### src/rtl/tcp_pkg.sv
package tcp_pkg;

  localparam int unsigned LINE_CAP    = 15;
  localparam int unsigned HEAD_DEPTH  = 5;
  localparam int unsigned LEN_W       = $clog2(LINE_CAP + 1);
  localparam int unsigned QUEUE_DEPTH = 2;
  localparam int unsigned QPTR_W      = (QUEUE_DEPTH > 1) ? $clog2(QUEUE_DEPTH) : 1;
  localparam int unsigned QCNT_W      = $clog2(QUEUE_DEPTH + 1);

  localparam logic [6:0] CHAR_NUL = 7'h00;
  localparam logic [6:0] CHAR_LF  = 7'h0A;
  localparam logic [6:0] CHAR_CR  = 7'h0D;
  localparam logic [6:0] CHAR_NINE = 7'h39;
  localparam logic [6:0] CHAR_C   = 7'h43;
  localparam logic [6:0] CHAR_R   = 7'h52;
  localparam logic [6:0] CHAR_W   = 7'h57;
  localparam logic [6:0] CHAR_X   = 7'h78;
  localparam logic [6:0] CHAR_Y   = 7'h79;
  localparam logic [6:0] CHAR_Z   = 7'h7A;

  localparam logic [7:0] AXIS_X_LOW   = 8'h28;
  localparam logic [7:0] AXIS_Y_LOW   = 8'h2A;
  localparam logic [7:0] AXIS_Z_LOW   = 8'h2C;
  localparam logic [7:0] SPI_READ_BIT = 8'h80;
  localparam logic [7:0] CASE_BIT     = 8'h20;
  localparam logic [7:0] ASCII_ZERO   = 8'h30;
  localparam logic [7:0] ASCII_A      = 8'h41;
  localparam logic [7:0] HEX_TEN      = 8'd10;

  typedef enum logic [1:0] {
    OP_READ  = 2'd0,
    OP_WRITE = 2'd1,
    OP_CLEAR = 2'd2,
    OP_AXIS  = 2'd3
  } op_e;

  // Classified line: the opcode plus the raw head characters.
  typedef struct packed {
    op_e                         op;
    logic [HEAD_DEPTH-1:0][6:0]  chars;
  } tcp_cmd_t;

  // Unchecked hex digit, modulo 256.
  function automatic logic [7:0] nibble_of(input logic [6:0] code);
    logic [7:0] wide;
    wide = {1'b0, code};
    if (code <= CHAR_NINE) begin
      nibble_of = wide - ASCII_ZERO;
    end else begin
      nibble_of = (wide & ~CASE_BIT) - ASCII_A + HEX_TEN;
    end
  endfunction

  function automatic logic [7:0] hex_byte(input logic [6:0] hi, input logic [6:0] lo);
    logic [7:0] nh;
    logic [7:0] nl;
    nh = nibble_of(hi);
    nl = nibble_of(lo);
    hex_byte = {nh[3:0], 4'h0} | nl;
  endfunction

endpackage

### src/rtl/tcp_front.sv
module tcp_front import tcp_pkg::*; (
  input  logic      clk_i,
  input  logic      rst_ni,
  input  logic      in_valid_i,
  output logic      in_stall_o,
  input  logic [6:0] char_code_i,
  input  logic      q_full_i,
  output logic      q_push_o,
  output tcp_cmd_t  q_data_o
);

  logic [HEAD_DEPTH-1:0][6:0] head_q, head_d;
  logic [LEN_W-1:0]           len_q, len_d;
  logic                       accept;
  logic                       is_eol;
  logic                       hit;
  op_e                        dec_op;

  assign in_stall_o = q_full_i;
  assign accept     = in_valid_i && !q_full_i;
  assign is_eol     = (char_code_i == CHAR_CR) || (char_code_i == CHAR_LF);

  // Line decode from the stored head and count.
  always_comb begin
    hit    = 1'b0;
    dec_op = OP_CLEAR;
    if (len_q != '0) begin
      if (head_q[0] == CHAR_R && len_q == LEN_W'(3)) begin
        hit    = 1'b1;
        dec_op = OP_READ;
      end else if (head_q[0] == CHAR_W && len_q == LEN_W'(5)) begin
        hit    = 1'b1;
        dec_op = OP_WRITE;
      end else if (head_q[0] == CHAR_C) begin
        hit    = 1'b1;
        dec_op = OP_CLEAR;
      end else if (head_q[0] inside {CHAR_X, CHAR_Y, CHAR_Z}) begin
        hit    = 1'b1;
        dec_op = OP_AXIS;
      end
    end
  end

  always_comb begin
    head_d = head_q;
    len_d  = len_q;
    if (accept) begin
      if (is_eol) begin
        len_d = '0;
      end else if (char_code_i != CHAR_NUL && len_q < LEN_W'(LINE_CAP)) begin
        for (int i = 0; i < HEAD_DEPTH; i++) begin
          if (len_q == LEN_W'(i)) begin
            head_d[i] = char_code_i;
          end
        end
        len_d = len_q + LEN_W'(1);
      end
    end
  end

  assign q_push_o       = accept && is_eol && hit;
  assign q_data_o.op    = dec_op;
  assign q_data_o.chars = head_q;

  always_ff @(posedge clk_i or negedge rst_ni) begin
    if (!rst_ni) begin
      head_q <= '0;
      len_q  <= '0;
    end else begin
      head_q <= head_d;
      len_q  <= len_d;
    end
  end

endmodule

### src/rtl/tcp_fifo.sv
module tcp_fifo import tcp_pkg::*; (
  input  logic     clk_i,
  input  logic     rst_ni,
  input  logic     push_i,
  input  tcp_cmd_t data_i,
  output logic     full_o,
  output logic     valid_o,
  output tcp_cmd_t data_o,
  input  logic     pop_i
);

  tcp_cmd_t            entries_q [QUEUE_DEPTH];
  logic [QPTR_W-1:0]   wr_ptr_q, wr_ptr_d;
  logic [QPTR_W-1:0]   rd_ptr_q, rd_ptr_d;
  logic [QCNT_W-1:0]   count_q, count_d;
  logic                do_push;
  logic                do_pop;

  assign full_o  = (count_q == QCNT_W'(QUEUE_DEPTH));
  assign valid_o = (count_q != '0);
  assign data_o  = entries_q[rd_ptr_q];
  assign do_push = push_i && !full_o;
  assign do_pop  = pop_i && valid_o;

  always_comb begin
    wr_ptr_d = wr_ptr_q;
    rd_ptr_d = rd_ptr_q;
    count_d  = count_q;
    if (do_push) begin
      wr_ptr_d = (wr_ptr_q == QPTR_W'(QUEUE_DEPTH - 1)) ? '0 : wr_ptr_q + QPTR_W'(1);
    end
    if (do_pop) begin
      rd_ptr_d = (rd_ptr_q == QPTR_W'(QUEUE_DEPTH - 1)) ? '0 : rd_ptr_q + QPTR_W'(1);
    end
    if (do_push && !do_pop) begin
      count_d = count_q + QCNT_W'(1);
    end else if (do_pop && !do_push) begin
      count_d = count_q - QCNT_W'(1);
    end
  end

  always_ff @(posedge clk_i) begin
    if (do_push) begin
      entries_q[wr_ptr_q] <= data_i;
    end
  end

  always_ff @(posedge clk_i or negedge rst_ni) begin
    if (!rst_ni) begin
      wr_ptr_q <= '0;
      rd_ptr_q <= '0;
      count_q  <= '0;
    end else begin
      wr_ptr_q <= wr_ptr_d;
      rd_ptr_q <= rd_ptr_d;
      count_q  <= count_d;
    end
  end

endmodule

### src/rtl/tcp_back.sv
module tcp_back import tcp_pkg::*; (
  input  logic       clk_i,
  input  logic       rst_ni,
  input  logic       q_valid_i,
  input  tcp_cmd_t   q_data_i,
  output logic       q_pop_o,
  output logic       out_valid_o,
  input  logic       out_stall_i,
  output logic [1:0] op_o,
  output logic [7:0] reg_address_o,
  output logic [7:0] write_value_o,
  output logic [7:0] spi_first_byte_o
);

  logic       valid_q;
  logic [1:0] op_q;
  logic [7:0] addr_q, value_q, spi_q;
  logic [7:0] addr_d, value_d, spi_d;
  logic       load;

  assign load    = q_valid_i && (!valid_q || !out_stall_i);
  assign q_pop_o = load;

  always_comb begin
    addr_d  = '0;
    value_d = '0;
    spi_d   = '0;
    case (q_data_i.op)
      OP_READ: begin
        addr_d = hex_byte(q_data_i.chars[1], q_data_i.chars[2]);
        spi_d  = addr_d | SPI_READ_BIT;
      end
      OP_WRITE: begin
        addr_d  = hex_byte(q_data_i.chars[1], q_data_i.chars[2]);
        value_d = hex_byte(q_data_i.chars[3], q_data_i.chars[4]);
        spi_d   = addr_d;
      end
      OP_AXIS: begin
        case (q_data_i.chars[0])
          CHAR_X:  addr_d = AXIS_X_LOW;
          CHAR_Y:  addr_d = AXIS_Y_LOW;
          default: addr_d = AXIS_Z_LOW;
        endcase
        spi_d = addr_d | SPI_READ_BIT;
      end
      default: begin
        addr_d = '0;
      end
    endcase
  end

  always_ff @(posedge clk_i) begin
    if (load) begin
      op_q    <= q_data_i.op;
      addr_q  <= addr_d;
      value_q <= value_d;
      spi_q   <= spi_d;
    end
  end

  always_ff @(posedge clk_i or negedge rst_ni) begin
    if (!rst_ni) begin
      valid_q <= 1'b0;
    end else if (load) begin
      valid_q <= 1'b1;
    end else if (!out_stall_i) begin
      valid_q <= 1'b0;
    end
  end

  assign out_valid_o      = valid_q;
  assign op_o             = op_q;
  assign reg_address_o    = addr_q;
  assign write_value_o    = value_q;
  assign spi_first_byte_o = spi_q;

endmodule

### src/rtl/terminal_register_command_parser.sv
// Terminal command parser: takes one 7-bit ASCII character per request and
// builds a command line of up to LINE_CAP (15) kept characters; the rest are
// dropped and NUL is ignored. CR or LF closes the line, and a non-empty line
// yields at most one command request: "R" plus two hex digits (length 3) is a
// register read, "W" plus four hex digits (length 5) a register write, a line
// starting with "C" a FIFO clear, and "x", "y" or "z" an axis read at 0x28,
// 0x2A or 0x2C. Hex digits are not checked; odd digits convert modulo 256.
// Reads set bit 7 of spi_first_byte. One character is accepted every cycle
// unless in_stall is high; a line end writes its command into the queue, and
// the result register loads it when that register is empty or out_stall is low.
// The front end stalls input only when the two-entry command queue is full,
// which happens only while the output holds stall on a full result register.
module terminal_register_command_parser import tcp_pkg::*; (
  input  logic       clk_i,
  input  logic       rst_ni,
  input  logic       in_valid_i,
  output logic       in_stall_o,
  input  logic [6:0] char_code_i,
  output logic       out_valid_o,
  input  logic       out_stall_i,
  output logic [1:0] op_o,
  output logic [7:0] reg_address_o,
  output logic [7:0] write_value_o,
  output logic [7:0] spi_first_byte_o
);

  // front end -> command queue
  logic     q_push;
  logic     q_full;
  tcp_cmd_t q_wdata;
  // command queue -> back end
  logic     q_valid;
  logic     q_pop;
  tcp_cmd_t q_rdata;

  // Line assembly and classification.
  tcp_front u_front (
    .clk_i       (clk_i),
    .rst_ni      (rst_ni),
    .in_valid_i  (in_valid_i),
    .in_stall_o  (in_stall_o),
    .char_code_i (char_code_i),
    .q_full_i    (q_full),
    .q_push_o    (q_push),
    .q_data_o    (q_wdata)
  );

  // Decouples line parsing from a stalled output.
  tcp_fifo u_fifo (
    .clk_i   (clk_i),
    .rst_ni  (rst_ni),
    .push_i  (q_push),
    .data_i  (q_wdata),
    .full_o  (q_full),
    .valid_o (q_valid),
    .data_o  (q_rdata),
    .pop_i   (q_pop)
  );

  // Hex conversion and result register.
  tcp_back u_back (
    .clk_i            (clk_i),
    .rst_ni           (rst_ni),
    .q_valid_i        (q_valid),
    .q_data_i         (q_rdata),
    .q_pop_o          (q_pop),
    .out_valid_o      (out_valid_o),
    .out_stall_i      (out_stall_i),
    .op_o             (op_o),
    .reg_address_o    (reg_address_o),
    .write_value_o    (write_value_o),
    .spi_first_byte_o (spi_first_byte_o)
  );

endmodule

### config.mk
export PLATFORM = sky130hd
export DESIGN_NAME = terminal_register_command_parser
export DESIGN_NICKNAME = d
export VERILOG_FILES = /design/src/rtl/tcp_pkg.sv /design/src/rtl/tcp_front.sv /design/src/rtl/tcp_fifo.sv /design/src/rtl/tcp_back.sv /design/src/rtl/terminal_register_command_parser.sv
export SDC_FILE = /design/constraint.sdc
export NUM_CORES = 1
export LEC_CHECK = 0
export ABC_CLOCK_PERIOD_IN_PS = 9700
export BUFFER_PORTS_ARGS = -buffer_cell sky130_fd_sc_hd__buf_2
export CAP_MARGIN = 20
export CORE_UTILIZATION = 60
export DETAILED_ROUTE_END_ITERATION = 16
export GPL_TIMING_DRIVEN = 0
export MAX_ROUTING_LAYER = met4
export PLACE_DENSITY = 0.79
export SYNTH_ARGS = -nofsm -noshare
export SYNTH_HDL_FRONTEND = slang
export SYNTH_HIERARCHICAL = 1
export SYNTH_SLANG_ARGS = --single-unit
### constraint.sdc
create_clock -name clk_i -period 9.7 [get_ports clk_i]
set_input_delay 0.485 -clock clk_i [delete_from_list [all_inputs] [get_ports clk_i]]
set_output_delay 0.485 -clock clk_i [all_outputs]
set_load 0.02 [all_outputs]
==> metrics.yaml, run 1 <==
timing:
  setup_viol: 0
  fin_crit_sh_pct: 34.43
  worst_pin_slew_ps: 903.6
  max_freq_mhz: 299.4
  fin_crit_ps: 3340
  final_hold_viol_count: 0
  clock_skew_ps: 20.26
  rsz0062_at_grt: "false"
  finalSetupTns_ps: 0
  finalMaxSlewViolations: 0
  slew_headroom_pct: 39.76
critical_path:
  r2r_cells: 6
  slowest_delay_ps: 930
  endpoint_kind: "register"
  cp_cell_sequence: "ha_1 > nor4b_1 > mux2_2 > nand3b_1 > a2111oi_0 > and3_2"
  reg2reg_slack_ps: 6360
  crit_type: "reg -> reg"
  r2r-end: "u_fifo/entries_q[1][24]$_DFFE_PP_"
  critPathTopFamily: "simple AND/OR/NAND/NOR gates"
  crit_buf_inv: 0
  arrival_ps: 3470
  worstPathMaxFanout: 37
  start_kind: "register"
  reg2reg_from: "u_front/len_q[0]$_DFFE_PN0P_"
  worstPathRequired_ps: 9830
  critPathSlowestCell: "and3_2"
detailed_routing:
  wl_met1_mm: 5.041
  viasPerCell: 5.928
  dr_wl_met2_mm: 6.203
  first_pass_iters: 5
  route.vias.total: 3800
  wl_per_cell_um: 18.78
  routed_wl_mm: 12.04
  detail-route-antenna-nets: 0
  highest_layer: "met4"
  drc: 0
  drt_iter0_markers: 243
  route.met3.wl_um: 572
grt:
  first_global_vias: 3772
  grt_pass1_wl_mm: 18.77
  track_usage_pct: 23.74
  antenna_found_initial: 0
  gr-total-overflow: 0
  grt_max_degree: 45
hold_path:
  hold_class: "in -> reg"
  hold_end: "u_back/out_valid_o$_DFFE_PN0P_"
  min_from: "out_stall_i"
  hold_depth: 2
place:
  gp_congestion: 0.8645
  port_buffers: 34
  post-dp-hpwl_mm: 7.898
status:
  outcome: "finished, final reports clean"
cts:
  h-tree-depth: 4
  cts_buffer_depth: 2
  cts_tree: "yes"
  root_buffer: "clkbuf_8"
  clk_latency_ps: 530
  cts.repair.resized: 0
  postCtsSetupBuffers: 0
  clk_pin_slew_ps: 60
  numCtsBuffers: 17
  clock_sinks: 142
logic_synthesis:
  synth_top_family_by_area: "multiplexers"
  yosysUniqueCellTypes: 60
  netlist_instances: 435
  yosys.area_share.adder_pct: 3.307
  ys_warn_count: 6
  synth_seq_cells: 142
  mappedNetlistNets: 463
  async_reset_ff_share_pct: 30.99
  yosys.area_share.xor_xnor_pct: 1.906
  synth_area_sq_um: 6432
  synth_flop_cell: "edfxtp_1"
  synth_compound_area_share_pct: 8.306
  ys_seq_area_share_pct: 62.87
  post_synth_and_or_nand_nor_area_fraction_pct: 8.131
  syn_avg_cell_area_sq_um: 14.79
  muxShareOfSynthArea_pct: 12.84
  synth_edf_count: 98
floorplan:
  io_pins: 39
  die_x_um: 105.5
  core-area_sq_um: 10370
  rows: 37
  initial_core_util_pct: 62.03
  die_area_sq_um: 11140
  die_h_um: 105.5
cells_and_area:
  area_delta_synth_final_pct: 15.00
  num-nets-final: 520
  layout_common_cells: "edfxtp_1, dfrtp_1, mux2_2"
  mostFrequentLayoutCell: "edfxtp_1"
  layout-drive-gt1-share_pct: 31.09
  antenna_cells: 0
power_and_ir_drop:
  power_frac_clock_pct: 35.6
  power_density_nw_per_um2: 223.8
  combPwrFrac_pct: 13.0
  p_leak_uw: 0.002935
  power.total_uw: 1656
  power_switching_share_pct: 24.42
  pwr-share-seq_pct: 51.4
  ir_drop_mv: 0.1543
  p_sw_uw: 404.3
  cell_internal_pwr_uw: 1251
run:
  max_cap_violations: 0
per-layer routing:
layer	up-vias	global-route usage [%]
li1	1775	-
met1	1884	27.20
met2	118	40.04
met3	23	5.566
met4	0	10.52
met5	-	-
synth_stat cells, types with 9 or more instances:
master,number,area share (%)
edfxtp_1,98,46
dfrtp_1,44,17
mux2_2,43,7.5
mux2_4,20,4.7
a21oi_1,18,1.4
inv_1,18,1.1
ha_1,17,3.3
nor2_1,17,0.99
a22o_1,13,1.8
xnor2_1,10,1.4
a31oi_1,9,0.88
cell type report:
type / instances / area [sq um]
buffer: 16 / 102.6
clock buffer: 26 / 488.0
clock inverter: 6 / 58.81
fill: 650 / 2973
inverter: 18 / 67.56
multi-input combinational: 259 / 2231
sequential: 142 / 4044
tap: 136 / 170.2
timing repair buffer: 38 / 235.2
cells by family (layout without fill, tap and decap cells):
| logic type | after synthesis | after routing |
|---|---|---|
| xor+xnor | 14 | 14 |
| buf+inv | 34 | 104 |
| mux | 67 | 67 |
| flops | 142 | 142 |
| fa+ha+maj | 17 | 17 |
| compound gates | 76 | 76 |
| simple gates | 85 | 85 |
how the worst max path moves through the flow:
stage | start | endpoint | slack [ps] | cells after the start
3_3_place_gp | char_code_i[5] | u_fifo/entries_q[0][21]$_DFFE_PP_ | 4690 | 6
6_report | u_front/len_q[0]$_DFFE_PN0P_ | u_fifo/entries_q[1][24]$_DFFE_PP_ | 6360 | 6
3_5_place_dp | char_code_i[5] | u_fifo/entries_q[1][21]$_DFFE_PP_ | 6380 | 5
4_1_cts | u_front/len_q[0]$_DFFE_PN0P_ | u_fifo/entries_q[1][31]$_DFFE_PP_ | 6360 | 6
5_1_grt | u_front/len_q[0]$_DFFE_PN0P_ | u_fifo/entries_q[1][26]$_DFFE_PP_ | 6140 | 6
2_1_floorplan | u_front/len_q[0]$_DFFE_PN0P_ | u_fifo/entries_q[0][0]$_DFFE_PP_ | 5980 | 7
power groups by stage:
stage	registers (uW)	logic [uW]	clock network [uW]
final	851	215	590
after global routing	862	238	624
after CTS	849	214	599
after detailed placement	860	211	0
after global placement	852	198	0
after floorplan	842	160	0
sequential cells by signal, indices dropped and copies added (netlist names):
name	count
u_back/op_o	2
u_back/out_valid_o	1
u_back/reg_address_o	7
u_back/spi_first_byte_o	7
u_back/write_value_o	8
u_fifo/count_q	2
u_fifo/entries_q	74
u_fifo/rd_ptr_q	1
u_fifo/wr_ptr_q	1
u_front/len_q	4
u_front/q_data_o	35
worst register-to-register path: stages (launching register included):
cell	delay, ps
dfrtp_1	430
ha_1	210
nor4b_1	320
mux2_2	230
nand3b_1	90
a2111oi_0	710
and3_2	930
timing repair:
item	4_1_cts	5_1_grt
hold endpoints to repair	0	15
endpoints found under the setup margin	0	0
hold buffers	0	1
metrics by stage:
stage / setup slack, ps / hold slack (ps) / cell area (sq um) / utilization, % / cells
3_3_place_gp: 4687 / 443.8 / 6773 / 65.31 / 605
5_1_grt: 6135 / 193.3 / 7397 / 71.33 / 641
3_5_place_dp: 6383 / 453.2 / 6820 / 65.77 / 607
2_1_floorplan: 5982 / 189.4 / 6432 / - / 435
4_1_cts: 6365 / 154.4 / 7367 / 71.04 / 639
6_report: 6360 / 204.4 / 7397 / 71.33 / 641
(Power assumes the default switching activity.)
==> run 2, diff against run 1 <==
Settings changed: ABC_CLOCK_PERIOD_IN_PS 9700 to 2900, CORE_UTILIZATION 60 to 55, PLACE_DENSITY 0.79 to 0.76.
Clock period 9.7 ns to 2.9 ns, I/O delays scaled along.
==> run 2 against run 1 <==
Compared with the run above:
- register-to-register slack worse by 6300 ps
- clock skew down 12 ps
- setup slack worse by 6300 ps
- count of clock-buffer cells in the layout unchanged
- sequential cell count unchanged
- worst hold slack worse by 83 ps
- non-clock buffer count up 9
- wire length up 0.60%
- critical path depth up 4
- global-route usage down 0.74 points
- clock power rose to 3.6 times the previous value
- power rose to 3.4 times the previous value
- largest cell class unchanged
- highest routed layer unchanged
==> metrics.yaml, run 2 (synthesis results as in run 1) <==
critical_path:
  endpoint_kind: "register"
  slowest_delay_ps: 390
  crit_buf_inv: 3
  crit_cells: 10
  worstPathRequired_ps: 3150
  cp_cell_sequence: "buf_8 > buf_12 > mux2_4 > ha_1 > ha_1 > and4b_4 > or3_1 > buf_2 > or3_1 > a21oi_1"
  crit_type: "reg -> reg"
  arrival_ps: 3060
  r2r_cells: 10
  worstPathMaxFanout: 10
  critPathSlowestCell: "dfrtp_1"
  critPathTopFamily: "simple AND/OR/NAND/NOR gates"
  start_kind: "register"
cells_and_area:
  antenna_cells: 0
  layout_common_cells: "edfxtp_1, dfrtp_1, mux2_2"
  top_register: "u_fifo/entries_q"
  layout.cells.non_filler: 658
  fillers: 806
  num-nets-final: 530
  mostFrequentLayoutCell: "edfxtp_1"
  area_delta_synth_final_pct: 17.91
  multi_input_area_sq_um: 2267
  layout-drive-gt1-share_pct: 33.01
  ff_latch_area_sq_um: 4044
  largest_register_ffs: 74
grt:
  first_global_vias: 3808
  gr-total-overflow: 0
  track_usage_pct: 23.00
  grt_max_degree: 45
  grt_pass1_wl_mm: 19.51
  antenna_found_initial: 0
cts:
  cts_buffer_depth: 2
  clk_latency_ps: 410
  clock_sinks: 142
  numCtsBuffers: 17
  clk_pin_slew_ps: 60
  root_buffer: "clkbuf_16"
  h-tree-depth: 4
  cts_tree: "yes"
power_and_ir_drop:
  power_density_nw_per_um2: 750.8
  power.total_uw: 5695
  ir_drop_mv: 0.4653
  p_leak_uw: 0.003014
detailed_routing:
  wl_per_cell_um: 18.40
  viasPerCell: 5.824
  route.vias.total: 3832
  routed_wl_mm: 12.11
  detail-route-antenna-nets: 0
  drt_iter0_markers: 261
  drc: 0
  first_pass_iters: 5
floorplan:
  initial_core_util_pct: 56.33
  die_h_um: 110.1
  io_pins: 39
  die_x_um: 110.1
  rows: 39
  die_area_sq_um: 12130
  core-area_sq_um: 11420
place:
  port_buffers: 34
  post-place-ws_ps: -702.4
  post-dp-hpwl_mm: 7.817
  placedCellCount: 613
  gp_congestion: 0.8751
run:
  max_cap_violations: 0
timing:
  clock_skew_ps: 8.160
  max_freq_mhz: 355.4
  slew_headroom_pct: 52.90
  finalMaxSlewViolations: 0
  fin_crit_ps: 2814
  fin_crit_sh_pct: 97.03
  holdWs_ps: 121.6
  worst_pin_slew_ps: 700.1
  setup_slack_ps: 86.01
  final_hold_viol_count: 0
  setup_viol: 0
hold_path:
  hold_class: "in -> reg"
  hold_depth: 2
status:
  outcome: "finished, final reports clean"
run 2: cell types whose count changed in the layout (fill, tap and decap cells not counted), sizes merged:
cell	before	now
nor2	17	18
bufinv	1	2
dlygate4sd3	1	2
buf	49	57
clkinvlp	2	1
run 2: through the flow:
step | cell area, sq um | setup TNS [ps] | utilization, %
floorplan | 6441 | 0 | -
global placement | 6790 | -34420 | 59.47
detailed placement | 6809 | -41450 | 59.63
CTS | 7501 | 0 | 65.69
global route | 7585 | -1.103 | 66.43
finish | 7585 | 0 | 66.43
run 2: final timing paths:
kind,end,slack (ps),startpoint
min in group asynchronous,u_front/q_data_o[0]$_DFFE_PN0P_,160,rst_ni
setup / recovery,u_back/write_value_o[3]$_SDFFCE_PN0P_,90,u_fifo/rd_ptr_q$_DFFE_PN0P_
max in group asynchronous,u_front/q_data_o[21]$_DFFE_PN0P_,2260,rst_ni
hold / removal,u_front/q_data_o[4]$_DFFE_PN0P_,120,char_code_i[4]
setup reg to reg,u_back/write_value_o[3]$_SDFFCE_PN0P_,90,u_fifo/rd_ptr_q$_DFFE_PN0P_
hold reg to reg,u_fifo/entries_q[0][24]$_DFFE_PP_,470,u_front/q_data_o[24]$_DFFE_PN0P_
run 2: where the power goes:
| group | switching, uW | leakage [uW] | internal [uW] |
|---|---|---|---|
| sequential | 252 | 0.00145 | 2600 |
| clock | 760 | 0.000284 | 1350 |
| combinational | 359 | 0.00128 | 371 |
run 2: timing repair:
item                       CTS  global route
setup endpoints to repair   78            50
hold endpoints to repair    45             0
pin swaps                    4             1
cloned                       1             0
buffers inserted             3             6
resized for setup            6             4
hold buffers                 2             0
run 2: area by class of cell:
cell class              count  area share (%)
clock buffers              26           6.582
inverters                  18          0.8908
well taps                 143           2.359
repair buffers             47           4.355
plain buffers              16           1.518
multi-input cells         260           29.89
flip-flops and latches    142           53.32
clock inverters             6           1.089
run 2: per-layer routing:
metal,global-route usage [%],wire length (um),vias to the layer above
met5,-,0,-
met4,8.271,238,0
met3,6.467,678,25
met2,37.81,6130,110
met1,27.24,5062,1897
li1,-,-,1800
==> run 3, diff against run 2 <==
Settings changed: SYNTH_HIERARCHICAL 1 to unset.
==> run 3 against run 2 <==
Compared with the run above:
- clock skew grew 4.2 ps
- worst hold slack lost 35 ps
- sequential cell count is the same
- cell area shrank 0.76%
- clock power shrank 7%
- cell count grew 0.30%
- critical path type unchanged
- highest routed layer unchanged
==> metrics.yaml, run 3 <==
status:
  outcome: "finished, final reports clean"
detailed_routing:
  drc: 0
  viasPerCell: 5.729
  route.vias.total: 3781
  drt_iter0_markers: 196
  detail-route-antenna-nets: 0
  routed_wl_mm: 12.01
  wl_per_cell_um: 18.20
  first_pass_iters: 5
power_and_ir_drop:
  cell_internal_pwr_uw: 4918
  power_density_nw_per_um2: 947.1
  combPwrFrac_pct: 29.3
  p_sw_uw: 2211
  p_leak_uw: 0.002937
  power_switching_share_pct: 31.02
  pwr-share-seq_pct: 43.0
  ir_drop_mv: 0.7981
  power_frac_clock_pct: 27.7
cells_and_area:
  num-nets-final: 532
  ff_latch_area_sq_um: 4044
  mostFrequentLayoutCell: "edfxtp_1"
  layout-drive-gt1-share_pct: 30.17
  area_delta_synth_final_pct: 15.78
  finish.instance_area_sq_um: 7527
  multi_input_area_sq_um: 2312
  top_register: "u_fifo.entries_q"
  antenna_cells: 0
  largest_register_ffs: 74
  fillers: 810
  utilization_pct: 65.64
  layout_common_cells: "edfxtp_1, mux2_2, dfrtp_1"
timing:
  setup_viol: 0
  rsz0062_at_grt: "false"
  worst_pin_slew_ps: 933.0
  max_freq_mhz: 357.4
  setup_slack_ps: 101.9
  fin_crit_ps: 2798
  final_hold_viol_count: 0
  fin_crit_sh_pct: 96.49
  slew_headroom_pct: 37.73
  holdWs_ps: 86.58
  finalSetupTns_ps: 0
  finalMaxSlewViolations: 0
  clock_skew_ps: 12.37
logic_synthesis:
  yosysTopAreaCell: "edfxtp_1"
  synth_commonest_cells: "edfxtp_1, dfrtp_1, mux2_2, mux2i_1, inv_1"
  synth_area_leaders: "edfxtp_1, dfrtp_1, mux2_2"
  synth_seq_cells: 142
  syn_avg_cell_area_sq_um: 14.64
  synth.most_common_cell: "edfxtp_1"
  synth_edf_count: 98
  synth_area_sq_um: 6501
  async_reset_ff_share_pct: 30.99
  yosysUniqueCellTypes: 68
  ys_warn_count: 0
  netlist_instances: 444
  synth_flop_cell: "edfxtp_1"
  ys_seq_area_share_pct: 62.20
  mappedNetlistNets: 472
  synth_top_area_share_pct: 45.27
run:
  max_cap_violations: 0
critical_path:
  arrival_ps: 2950
  startpoint: "u_fifo.rd_ptr_q$_DFFE_PN0P_"
  start_kind: "register"
  r2r_cells: 11
  critPathSlowestCell: "mux2_2"
  crit_type: "reg -> reg"
  r2r-end: "u_back.spi_first_byte_o[1]$_DFFE_PP_"
  reg2reg_slack_ps: 100
  reg2reg_from: "u_fifo.rd_ptr_q$_DFFE_PN0P_"
  worstPathRequired_ps: 3050
  slowest_delay_ps: 360
  cp-endpoint: "u_back.spi_first_byte_o[1]$_DFFE_PP_"
  endpoint_kind: "register"
  worstPathMaxFanout: 10
  cp_cell_sequence: "buf_6 > buf_12 > buf_4 > buf_6 > mux2_2 > ha_1 > ha_1 > nand4_1 > o21ai_4 > mux2i_1 > a22o_1"
cts:
  clk_pin_slew_ps: 60
  cts_buffer_depth: 2
  cts_tree: "yes"
  numCtsBuffers: 17
  h-tree-depth: 4
  clk_latency_ps: 410
  root_buffer: "clkbuf_16"
  clock_sinks: 142
floorplan:
  initial_core_util_pct: 56.69
  io_pins: 39
  rows: 39
  die_x_um: 110.7
  core-area_sq_um: 11470
  die_area_sq_um: 12260
  die_h_um: 110.7
place:
  placed_area_sq_um: 6904
  post-place-ws_ps: -100.3
  port_buffers: 35
  post-dp-hpwl_mm: 8.136
  gp_congestion: 0.8153
hold_path:
  hold_class: "in -> async"
grt:
  track_usage_pct: 21.78
  grt_max_degree: 45
  antenna_found_initial: 0
  gr-total-overflow: 0
  first_global_vias: 3863
  grt_pass1_wl_mm: 19.55
## run 3: cell count changes after synthesis, moves of 8 or more
cell / delta
a22o_1: -11
mux2_4: -20
mux2i_1: +19
nand2_1: +14
nand3_1: +8
## run 3: worst min-delay path by stage
stage / from / to / slack (ps) / depth (start not counted)
finish: rst_ni / u_front.q_data_o[27]$_DFFE_PN0P_ / 90 / 2
global route: rst_ni / u_front.q_data_o[27]$_DFFE_PN0P_ / 70 / 2
CTS: char_code_i[4] / u_front.q_data_o[11]$_DFFE_PN0P_ / 90 / 2
detailed placement: rst_ni / u_front.q_data_o[23]$_DFFE_PN0P_ / 370 / 1
global placement: rst_ni / u_front.q_data_o[27]$_DFFE_PN0P_ / 350 / 1
floorplan: rst_ni / u_back.out_valid_o$_DFFE_PN0P_ / -150 / 0
## run 3: repair_timing
action                                  4_1_cts  5_1_grt
endpoints found under the setup margin       19       47
hold buffers                                  2        0
pin swaps                                     1        0
hold endpoints to repair                     45        0
resized for setup                             1        6
setup buffers                                 1        0
## run 3: power groups by stage
stage / Combinational (uW) / Clock, uW / Sequential [uW]
after floorplan: 1460 / 0 / 3150
after global placement: 1990 / 0 / 3060
after detailed placement: 2050 / 0 / 3100
after CTS: 2080 / 2010 / 3060
after global routing: 2280 / 2100 / 3120
final: 2090 / 1970 / 3060
## run 3: worst max-delay path, delay by kind of cell (launching register included)
family | cells | cell delay (ps)
AND/OR/NAND/NOR | 1 | 180
multiplexers | 2 | 510
flip-flops | 1 | 340
AO/OA/AOI/OAI | 2 | 390
adder cells (fa/ha/maj) | 2 | 380
buffers and inverters | 4 | 750
## run 3: layout make-up
type,count,share of cell area [%]
Buffer,14,1.579
Sequential cell,142,53.72
Multi-Input combinational cell,267,30.72
Timing Repair Buffer,41,3.308
Tap cell,143,2.377
Inverter,21,1.047
Clock inverter,8,0.8477
Clock buffer,24,6.400
## run 3: cells by family after synthesis
| logic type | Yosys count | share of synthesized area (%) |
|---|---|---|
| flip-flops | 142 | 62.20 |
| AND/OR/NAND/NOR | 102 | 9.565 |
| multiplexers | 71 | 12.26 |
| AO/OA/AOI/OAI | 62 | 7.737 |
| buffers and inverters | 35 | 2.945 |
| adder cells (fa/ha/maj) | 17 | 3.272 |
| XOR/XNOR | 15 | 2.021 |
## run 3: stage by stage
stage | std cells | power, uW
5_1_grt | 660 | 7493
6_report | 660 | 7129
2_1_floorplan | 444 | 4606
3_3_place_gp | 622 | 5054
4_1_cts | 659 | 7156
3_5_place_dp | 624 | 5148
## run 3: layer usage
metal / share of wire, % / GRT usage, %
met5: 0 / -
met3: 5.2 / 7.108
met4: 0.87 / 8.089
met2: 50 / 33.79
met1: 44 / 26.76
